File: src/hdl/rms_pkg.sv
package rms_pkg;

  localparam int QUEUE_DEPTH = 16;
  localparam int TIME_BITS   = 32;
  localparam int IDX_W       = $clog2(QUEUE_DEPTH);
  localparam int CNT_W       = $clog2(QUEUE_DEPTH + 1);

  localparam logic [2:0] EV_ACCEPTED = 3'd0;
  localparam logic [2:0] EV_REJECTED = 3'd1;
  localparam logic [2:0] EV_MISSED   = 3'd2;
  localparam logic [2:0] EV_PREEMPT  = 3'd3;
  localparam logic [2:0] EV_STARTED  = 3'd4;
  localparam logic [2:0] EV_FINISHED = 3'd5;
  localparam logic [2:0] EV_TICK_END = 3'd6;

  localparam logic OP_ARRIVAL = 1'b0;

  typedef enum logic [2:0] {
    SRC_IN   = 3'd0,
    SRC_RUN  = 3'd1,
    SRC_HEAD = 3'd2,
    SRC_FIN  = 3'd3,
    SRC_ZERO = 3'd4
  } src_t;

  typedef struct packed {
    logic       load_in;
    logic       emit;
    logic [2:0] ev;
    src_t       src;
    logic       busy;
    logic       last;
    logic       insert_in;
    logic       insert_sav;
    logic       drop_head;
    logic       start_head;
    logic       kill_run;
    logic       save_run;
    logic       charge;
    logic       time_inc;
  } cmd_t;

  typedef struct packed {
    logic slot_free;
    logic run_valid;
    logic q_nonempty;
    logic q_full;
    logic run_exp;
    logic head_exp;
    logic head_wins;
    logic charge_fin;
  } sts_t;

  function automatic logic [15:0] left_of(input logic [15:0] ex, input logic [15:0] dn);
    left_of = (dn >= ex) ? 16'd0 : 16'(ex - dn);
  endfunction

endpackage

File: src/hdl/rate_monotonic_scheduler.sv
// An accepted arrival yields a single result word, emitted from S_ARR.
// A tick walks S_KRUN, S_KQ (once more per expired queued job), S_SCHED, S_CHARGE, S_TEND,
// with S_PST and S_REINS after S_SCHED on a preemption. The tick sequencer walks one step
// per cycle and stalls while the output register is full. The block takes no new item until
// it is through with the last one, and takes the next once that item's last word is registered.
// Reset (synchronous, active low) empties the ready queue, idles the processor and zeroes time.
module rate_monotonic_scheduler
  import rms_pkg::*;
(
  input  logic        clk,
  input  logic        rst_n,
  input  logic        in_tvalid,
  output logic        in_tready,
  input  logic [39:0] in_tdata,   // task_id, exec_time, period
  input  logic        in_tuser,   // opcode
  output logic        out_tvalid,
  input  logic        out_tready,
  output logic [63:0] out_tdata,  // event_res, job_task, event_time, remaining, cpu_busy
  output logic        out_tlast
);

  cmd_t cmd;
  sts_t sts;

  rms_ctrl u_ctrl (
    .clk       (clk),
    .rst_n     (rst_n),
    .in_tvalid (in_tvalid),
    .in_tready (in_tready),
    .in_opcode (in_tuser),
    .sts       (sts),
    .cmd       (cmd)
  );

  rms_dpath u_dpath (
    .clk        (clk),
    .rst_n      (rst_n),
    .in_tdata   (in_tdata),
    .cmd        (cmd),
    .sts        (sts),
    .out_tvalid (out_tvalid),
    .out_tready (out_tready),
    .out_tdata  (out_tdata),
    .out_tlast  (out_tlast)
  );

endmodule

File: src/hdl/rms_ctrl.sv
module rms_ctrl
  import rms_pkg::*;
(
  input  logic clk,
  input  logic rst_n,
  input  logic in_tvalid,
  output logic in_tready,
  input  logic in_opcode,
  input  sts_t sts,
  output cmd_t cmd
);

  typedef enum logic [8:0] {
    S_IDLE   = 9'b000000001,
    S_ARR    = 9'b000000010,
    S_KRUN   = 9'b000000100,
    S_KQ     = 9'b000001000,
    S_SCHED  = 9'b000010000,
    S_PST    = 9'b000100000,
    S_REINS  = 9'b001000000,
    S_CHARGE = 9'b010000000,
    S_TEND   = 9'b100000000
  } state_t;

  state_t state_r, state_nxt;

  assign in_tready = (state_r == S_IDLE);

  always_comb begin
    state_nxt = state_r;
    cmd = '0;
    cmd.src = SRC_IN;
    case (state_r)
      S_IDLE: begin
        if (in_tvalid) begin
          cmd.load_in = 1'b1;
          state_nxt = (in_opcode == OP_ARRIVAL) ? S_ARR : S_KRUN;
        end
      end
      S_ARR: begin
        if (sts.slot_free) begin
          cmd.emit = 1'b1;
          cmd.ev = sts.q_full ? EV_REJECTED : EV_ACCEPTED;
          cmd.src = SRC_IN;
          cmd.busy = sts.run_valid;
          cmd.last = 1'b1;
          cmd.insert_in = !sts.q_full;
          state_nxt = S_IDLE;
        end
      end
      S_KRUN: begin
        if (sts.slot_free) begin
          if (sts.run_valid && sts.run_exp) begin
            cmd.emit = 1'b1;
            cmd.ev = EV_MISSED;
            cmd.src = SRC_RUN;
            cmd.kill_run = 1'b1;
          end
          state_nxt = S_KQ;
        end
      end
      S_KQ: begin
        if (sts.slot_free) begin
          if (sts.q_nonempty && sts.head_exp) begin
            cmd.emit = 1'b1;
            cmd.ev = EV_MISSED;
            cmd.src = SRC_HEAD;
            cmd.busy = sts.run_valid;
            cmd.drop_head = 1'b1;
          end else begin
            state_nxt = S_SCHED;
          end
        end
      end
      S_SCHED: begin
        if (sts.slot_free) begin
          state_nxt = S_CHARGE;
          if (sts.q_nonempty && !sts.run_valid) begin
            cmd.emit = 1'b1;
            cmd.ev = EV_STARTED;
            cmd.src = SRC_HEAD;
            cmd.busy = 1'b1;
            cmd.start_head = 1'b1;
            cmd.drop_head = 1'b1;
          end else if (sts.q_nonempty && sts.head_wins) begin
            cmd.emit = 1'b1;
            cmd.ev = EV_PREEMPT;
            cmd.src = SRC_RUN;
            cmd.busy = 1'b1;
            cmd.save_run = 1'b1;
            state_nxt = S_PST;
          end
        end
      end
      S_PST: begin
        if (sts.slot_free) begin
          cmd.emit = 1'b1;
          cmd.ev = EV_STARTED;
          cmd.src = SRC_HEAD;
          cmd.busy = 1'b1;
          cmd.start_head = 1'b1;
          cmd.drop_head = 1'b1;
          state_nxt = S_REINS;
        end
      end
      S_REINS: begin
        cmd.insert_sav = 1'b1;
        state_nxt = S_CHARGE;
      end
      S_CHARGE: begin
        if (sts.slot_free) begin
          if (sts.run_valid) begin
            cmd.charge = 1'b1;
            if (sts.charge_fin) begin
              cmd.emit = 1'b1;
              cmd.ev = EV_FINISHED;
              cmd.src = SRC_FIN;
              cmd.kill_run = 1'b1;
            end
          end
          state_nxt = S_TEND;
        end
      end
      S_TEND: begin
        if (sts.slot_free) begin
          cmd.emit = 1'b1;
          cmd.ev = EV_TICK_END;
          cmd.src = sts.run_valid ? SRC_RUN : SRC_ZERO;
          cmd.busy = sts.run_valid;
          cmd.last = 1'b1;
          cmd.time_inc = 1'b1;
          state_nxt = S_IDLE;
        end
      end
      default: state_nxt = S_IDLE;
    endcase
  end

  always_ff @(posedge clk) begin
    if (!rst_n) begin
      state_r <= S_IDLE;
    end else begin
      state_r <= state_nxt;
    end
  end

endmodule

File: src/hdl/rms_dpath.sv
module rms_dpath
  import rms_pkg::*;
(
  input  logic        clk,
  input  logic        rst_n,
  input  logic [39:0] in_tdata,
  input  cmd_t        cmd,
  output sts_t        sts,
  output logic        out_tvalid,
  input  logic        out_tready,
  output logic [63:0] out_tdata,
  output logic        out_tlast
);

  logic [7:0]           in_task_r;
  logic [15:0]          in_exec_r, in_per_r;
  logic [7:0]           q_task_r [QUEUE_DEPTH];
  logic [15:0]          q_exec_r [QUEUE_DEPTH];
  logic [15:0]          q_per_r  [QUEUE_DEPTH];
  logic [TIME_BITS-1:0] q_arr_r  [QUEUE_DEPTH];
  logic [15:0]          q_done_r [QUEUE_DEPTH];
  logic [CNT_W-1:0]     q_count_r;
  logic                 run_valid_r;
  logic [7:0]           run_task_r, sav_task_r;
  logic [15:0]          run_exec_r, run_per_r, run_done_r;
  logic [15:0]          sav_exec_r, sav_per_r, sav_done_r;
  logic [TIME_BITS-1:0] run_arr_r, sav_arr_r, time_r;
  logic                 out_valid_r, out_last_r;
  logic [63:0]          out_data_r;

  logic [7:0]           ins_task;
  logic [15:0]          ins_exec, ins_per, ins_done, done_inc;
  logic [TIME_BITS-1:0] ins_arr;
  logic [QUEUE_DEPTH-1:0] ahead;
  logic [7:0]           ev_task;
  logic [15:0]          ev_rem;

  assign ins_task = cmd.insert_sav ? sav_task_r : in_task_r;
  assign ins_exec = cmd.insert_sav ? sav_exec_r : in_exec_r;
  assign ins_per  = cmd.insert_sav ? sav_per_r  : in_per_r;
  assign ins_arr  = cmd.insert_sav ? sav_arr_r  : time_r;
  assign ins_done = cmd.insert_sav ? sav_done_r : 16'd0;

  always_comb begin
    for (int i = 0; i < QUEUE_DEPTH; i++) begin
      ahead[i] = (CNT_W'(i) < q_count_r) &&
                 ((q_per_r[i] < ins_per) ||
                  ((q_per_r[i] == ins_per) && (q_arr_r[i] <= ins_arr)));
    end
  end

  assign done_inc = (run_done_r == 16'hFFFF) ? run_done_r : 16'(run_done_r + 16'd1);

  assign sts.slot_free  = !out_valid_r || out_tready;
  assign sts.run_valid  = run_valid_r;
  assign sts.q_nonempty = (q_count_r != '0);
  assign sts.q_full     = (q_count_r >= CNT_W'(QUEUE_DEPTH));
  assign sts.run_exp    = ({1'b0, time_r} >= ({1'b0, run_arr_r} + (TIME_BITS + 1)'(run_per_r)));
  assign sts.head_exp   = ({1'b0, time_r} >= ({1'b0, q_arr_r[0]} + (TIME_BITS + 1)'(q_per_r[0])));
  assign sts.head_wins  = (q_per_r[0] < run_per_r) ||
                          ((q_per_r[0] == run_per_r) && (q_arr_r[0] < run_arr_r));
  assign sts.charge_fin = (done_inc >= run_exec_r);

  always_comb begin
    case (cmd.src)
      SRC_IN: begin
        ev_task = in_task_r;
        ev_rem  = in_exec_r;
      end
      SRC_RUN: begin
        ev_task = run_task_r;
        ev_rem  = left_of(run_exec_r, run_done_r);
      end
      SRC_HEAD: begin
        ev_task = q_task_r[0];
        ev_rem  = left_of(q_exec_r[0], q_done_r[0]);
      end
      SRC_FIN: begin
        ev_task = run_task_r;
        ev_rem  = 16'd0;
      end
      default: begin
        ev_task = 8'd0;
        ev_rem  = 16'd0;
      end
    endcase
  end

  always_ff @(posedge clk) begin
    if (cmd.load_in) begin
      in_task_r <= in_tdata[7:0];
      in_exec_r <= in_tdata[23:8];
      in_per_r  <= in_tdata[39:24];
    end
    if (cmd.save_run) begin
      sav_task_r <= run_task_r;
      sav_exec_r <= run_exec_r;
      sav_per_r  <= run_per_r;
      sav_arr_r  <= run_arr_r;
      sav_done_r <= run_done_r;
    end
    if (cmd.emit) begin
      out_data_r <= {4'd0, cmd.busy, ev_rem, 32'(time_r), ev_task, cmd.ev};
      out_last_r <= cmd.last;
    end
    for (int i = 0; i < QUEUE_DEPTH; i++) begin
      if (cmd.drop_head) begin
        if (i < QUEUE_DEPTH - 1) begin
          q_task_r[i] <= q_task_r[i+1];
          q_exec_r[i] <= q_exec_r[i+1];
          q_per_r[i]  <= q_per_r[i+1];
          q_arr_r[i]  <= q_arr_r[i+1];
          q_done_r[i] <= q_done_r[i+1];
        end
      end else if (cmd.insert_in || cmd.insert_sav) begin
        if (!ahead[i] && (i == 0 || ahead[(i == 0) ? 0 : i-1])) begin
          q_task_r[i] <= ins_task;
          q_exec_r[i] <= ins_exec;
          q_per_r[i]  <= ins_per;
          q_arr_r[i]  <= ins_arr;
          q_done_r[i] <= ins_done;
        end else if (!ahead[i] && i > 0) begin
          q_task_r[i] <= q_task_r[(i == 0) ? 0 : i-1];
          q_exec_r[i] <= q_exec_r[(i == 0) ? 0 : i-1];
          q_per_r[i]  <= q_per_r[(i == 0) ? 0 : i-1];
          q_arr_r[i]  <= q_arr_r[(i == 0) ? 0 : i-1];
          q_done_r[i] <= q_done_r[(i == 0) ? 0 : i-1];
        end
      end
    end
  end

  always_ff @(posedge clk) begin
    if (!rst_n) begin
      q_count_r   <= '0;
      run_valid_r <= 1'b0;
      run_task_r  <= '0;
      run_exec_r  <= '0;
      run_per_r   <= '0;
      run_arr_r   <= '0;
      run_done_r  <= '0;
      time_r      <= '0;
      out_valid_r <= 1'b0;
    end else begin
      if (cmd.drop_head) begin
        q_count_r <= q_count_r - CNT_W'(1);
      end else if (cmd.insert_in || cmd.insert_sav) begin
        q_count_r <= q_count_r + CNT_W'(1);
      end
      if (cmd.start_head) begin
        run_valid_r <= 1'b1;
        run_task_r  <= q_task_r[0];
        run_exec_r  <= q_exec_r[0];
        run_per_r   <= q_per_r[0];
        run_arr_r   <= q_arr_r[0];
        run_done_r  <= q_done_r[0];
      end else begin
        if (cmd.kill_run) begin
          run_valid_r <= 1'b0;
        end
        if (cmd.charge) begin
          run_done_r <= done_inc;
        end
      end
      if (cmd.time_inc && (time_r != '1)) begin
        time_r <= time_r + TIME_BITS'(1);
      end
      if (cmd.emit) begin
        out_valid_r <= 1'b1;
      end else if (out_tready) begin
        out_valid_r <= 1'b0;
      end
    end
  end

  assign out_tvalid = out_valid_r;
  assign out_tdata  = out_data_r;
  assign out_tlast  = out_last_r;

endmodule

File: config.mk
export PLATFORM = sky130hd
export DESIGN_NAME = rate_monotonic_scheduler
export DESIGN_NICKNAME = d
export VERILOG_FILES = /design/src/hdl/rms_pkg.sv /design/src/hdl/rate_monotonic_scheduler.sv /design/src/hdl/rms_ctrl.sv /design/src/hdl/rms_dpath.sv
export SDC_FILE = /design/constraint.sdc
export NUM_CORES = 2
export LEC_CHECK = 0
export ABC_CLOCK_PERIOD_IN_PS = 15400
export BUFFER_PORTS_ARGS = -buffer_cell sky130_fd_sc_hd__buf_4
export CAP_MARGIN = 20
export CORE_ASPECT_RATIO = 1.2
export CORE_MARGIN = 1.5
export CORE_UTILIZATION = 55
export CTS_CLUSTER_DIAMETER = 100
export DETAILED_ROUTE_END_ITERATION = 8
export GPL_ROUTABILITY_DRIVEN = 1
export PLACE_DENSITY_LB_ADDON = 0.25
export SETUP_SLACK_MARGIN = 0.02
export SYNTH_ARGS = -nofsm -noshare
export SYNTH_HDL_FRONTEND = slang
export SYNTH_SLANG_ARGS = --single-unit
File: constraint.sdc
create_clock -name clk -period 15.4 [get_ports clk]
set_input_delay 0.77 -clock clk [delete_from_list [all_inputs] [get_ports clk]]
set_output_delay 0.77 -clock clk [all_outputs]
set_load 0.02 [all_outputs]
==> out/qor.yml <==
grt:
  grt_overflow: 0
  grt_pass1_wl_um: 506000
  antenna_found_initial: 3
  grt_usage_pct: 33.4
  grt_pass1_vias: 86800
  grt_max_degree: 162
critical_path:
  cp.arrival_ns: 8.99
  start_kind: "register"
  worst_setup_path_end_kind: "register"
  crit_type: "reg2reg"
  worst-endpoint-required_ns: 15.95
  crit_path_max_fanout: 97
  ff2ff_path_depth: 18
floorplanning:
  fp.dieW_um: 403
  ios: 112
  core-area_mm2: 0.191
  die_area_mm2: 0.195
  start_util_pct: 55.2
  num_rows: 176
  die_y_um: 483
cts:
  cts_setup_buffers: 0
  numClockSinks: 1733
  clockBufferDepth: 3
  cts_buffers: 182
  htreeDepth: 4
  cts-root-buf: "clkbuf_16"
  cts_tree: "built"
  clk_pin_slew_worst_paths_ns: 0.06
  cts_resized: 0
  hold_buffers: 0
  clk_latency_ns: 0.86
power:
  switching_share_pct: 24.6
  p_per_area_mw_per_mm2: 91.8
  clockPowerShare_pct: 42.2
  p_comb_share_pct: 7.5
  power.internal_mw: 7.93
  seq_power_share_pct: 50.3
  vdd_ir_drop_max_mv: 0.124
  p_sw_mw: 2.59
  p_leak_nw: 43.7
yosys:
  synth.avg_cell_area_um2: 9.48
  synth_top_family_by_area: "compound AO/OA/AOI/OAI gates"
  synth_mux_area_share_pct: 4.00
  synth-adder-area-share_pct: 11.5
  synthCells: 11100
  yosysWarningCount: 0
  yosysSeqAreaShare_pct: 48.0
  synth-async-reset-ratio_pct: 0
  synthSimpleGateAreaFrac_pct: 14.5
  synthesis.area_mm2: 0.106
  ys_dominant_reg_cell: "edfxtp_1"
  synth-xor-area-share_pct: 1.06
  synth_compound_area_share_pct: 17.5
  synth_edf_count: 1597
  synth_seq_cells: 1733
  yosysUniqueCellTypes: 89
route:
  viasPerCell: 6.39
  wl_um: 332000
  first_pass_iters: 8
  num_vias: 86600
  postRouteAntennaNets: 0
  wl_per_cell_um: 24.5
  initialDrtViolationCount: 7469
  drc: 0
place:
  post_dp_cell_area_mm2: 0.109
  place_inst: 13200
  place.gp.congestion: 0.973
  port_buffers: 107
  dpl.hpwl_um: 240000
worst_hold_path:
  hold_class: "in2reg"
  whs_path_depth: 1
finish:
  nNetsFinal: 11900
  final_cells: 13600
  syn2layout_area_growth_pct: 8.40
  fillers: 16200
  drive_above_1_share_pct: 6.49
  fin_area_mm2: 0.115
sta:
  period_share_pct: 54.8
  tns_ns: 0
  fin_crit_ns: 8.44
  slew_violations: 0
  maxSlewHeadroom_pct: 19.7
  rsz0062_at_grt: "no"
  hold_viol: 0
  tightest_slew_ns: 1.18
  fmax_mhz: 119
  fin_skew_ns: 0.0295
  setup_violations: 0
status:
  outcome: "complete, no violations"
flow_run:
  cap_violations: 0
## worst paths after layout
check	startpoint	to	slack [ns]
worst min-delay path	in_tdata[2]	u_dpath.in_task_r[2]	0.09
worst max register to register	u_ctrl.state_r[2]	u_dpath.q_arr_r[8][20]	6.96
worst min register to register	u_dpath.run_task_r[7]	u_dpath.sav_task_r[7]	0.46
worst max-delay path	u_ctrl.state_r[2]	u_dpath.q_arr_r[8][20]	6.96
## state kept, by name, summed over array words and instances (netlist names), 8 cells and up
| signal | cells |
|---|---|
| u_dpath.run_done_r | 16 |
| u_dpath.run_task_r | 8 |
| u_dpath.sav_done_r | 16 |
| u_dpath.q_task_r | 128 |
| u_ctrl.state_r | 9 |
| u_dpath.q_arr_r | 512 |
| u_dpath.out_tdata | 60 |
| u_dpath.sav_per_r | 16 |
| u_dpath.in_task_r | 8 |
| u_dpath.run_exec_r | 16 |
| u_dpath.in_per_r | 16 |
| u_dpath.in_exec_r | 16 |
| u_dpath.q_exec_r | 256 |
| u_dpath.time_r | 32 |
| u_dpath.sav_arr_r | 32 |
| u_dpath.sav_exec_r | 16 |
| u_dpath.run_per_r | 16 |
| u_dpath.sav_task_r | 8 |
| u_dpath.run_arr_r | 32 |
| u_dpath.q_done_r | 256 |
| u_dpath.q_per_r | 256 |
## cell usage in the layout (no fill, tap or decap), drive strengths merged, types with 64 or more instances in the layout
cell and n:
a21o 197, clkinv 76, xnor2 85, buf 289, ha 964, nor3 87
dfxtp 136, o22ai 93, edfxtp 1597, and2 64, o21ai 1725, nor2b 101
mux2 66, nand2 2124, a21oi 921, nor2 790, nand4 190, nand3 94
mux2i 342, clkbuf 233, inv 233, a21boi 95
## cell families after synthesis
family,after synthesis
AO/OA/AOI/OAI,3346
XOR/XNOR,128
adder cells (fa/ha/maj),968
buffers and inverters,943
flip-flops,1733
multiplexers,408
other,1
AND/OR/NAND/NOR,3619
## routing by layer
metal / vias up / global-route usage (%) / routed length [um]
met4: 2 / 22.3 / 24800
met2: 3236 / 58.4 / 167000
met1: 42300 / 38.6 / 124000
li1: 40000 / - / -
met3: 1084 / 3.55 / 16300
met5: - / 0 / 16
## area by class of cell
cell class	instances	area (um2)	share of cell area, %
Clock buffer	233	4960	4.33
Clock inverter	105	841	0.734
Inverter	222	833	0.728
Timing Repair Buffer	289	2260	1.97
Tap cell	2492	3120	2.72
Multi-Input combinational cell	8473	51800	45.3
Antenna cell	4	10.0	0.00874
Sequential cell	1733	50700	44.2
## cells in the mapped netlist (all sizes together) (64+ instances only)
master	count	area share [%]
a21boi	95	0.67
a21o	197	1.4
a21oi	921	4.4
and2	64	0.38
buf	119	0.55
clkbuf	602	2.1
dfxtp	136	2.6
edfxtp	1597	45
ha	964	11
inv	222	0.79
mux2	66	0.76
mux2i	342	3.2
nand2	2124	7.5
nand3	94	0.45
nand4	190	1.1
nor2	790	2.8
nor2b	101	0.60
nor3	87	0.42
o21ai	1725	8.2
o22ai	93	0.55
xnor2	85	0.70
## metrics by stage
| step | setup slack [ns] | power (mW) | utilization (%) | hold slack [ns] |
|---|---|---|---|---|
| after floorplan | 4.19 | 5.86 | - | 0.406 |
| after global placement | 7.37 | 6.13 | 56.8 | 0.435 |
| after detailed placement | 7.14 | 6.16 | 56.8 | 0.455 |
| after CTS | 7.13 | 10.5 | 59.8 | 0.0418 |
| after global routing | 6.58 | 10.8 | 59.8 | 0.0741 |
| final | 6.96 | 10.5 | 59.9 | 0.0883 |
## power groups by stage
| stage | Clock, mW | Combinational, mW | Sequential, mW |
|---|---|---|---|
| 3_5_place_dp | 0 | 0.769 | 5.39 |
| 6_report | 4.44 | 0.783 | 5.29 |
| 4_1_cts | 4.47 | 0.773 | 5.29 |
| 2_1_floorplan | 0 | 0.510 | 5.35 |
| 3_3_place_gp | 0 | 0.742 | 5.39 |
| 5_1_grt | 4.64 | 0.866 | 5.29 |
## worst max-delay path: stages, from the launching register on
cell       delay (ns)
dfxtp_1          0.38
or4_1            0.68
or3_2            0.52
buf_4            0.29
buf_4            0.38
nand2_1          0.14
nand2_1          0.12
inv_1            0.22
buf_4            0.35
ha_1             0.20
nand3_1          0.09
nor3_1           0.37
nand2_1          0.27
a2111oi_0        0.59
nor4b_1          0.78
o31a_2           0.83
nand2b_4         0.74
buf_4            0.76
o21ai_0          0.24
(Power assumes the default switching activity.)
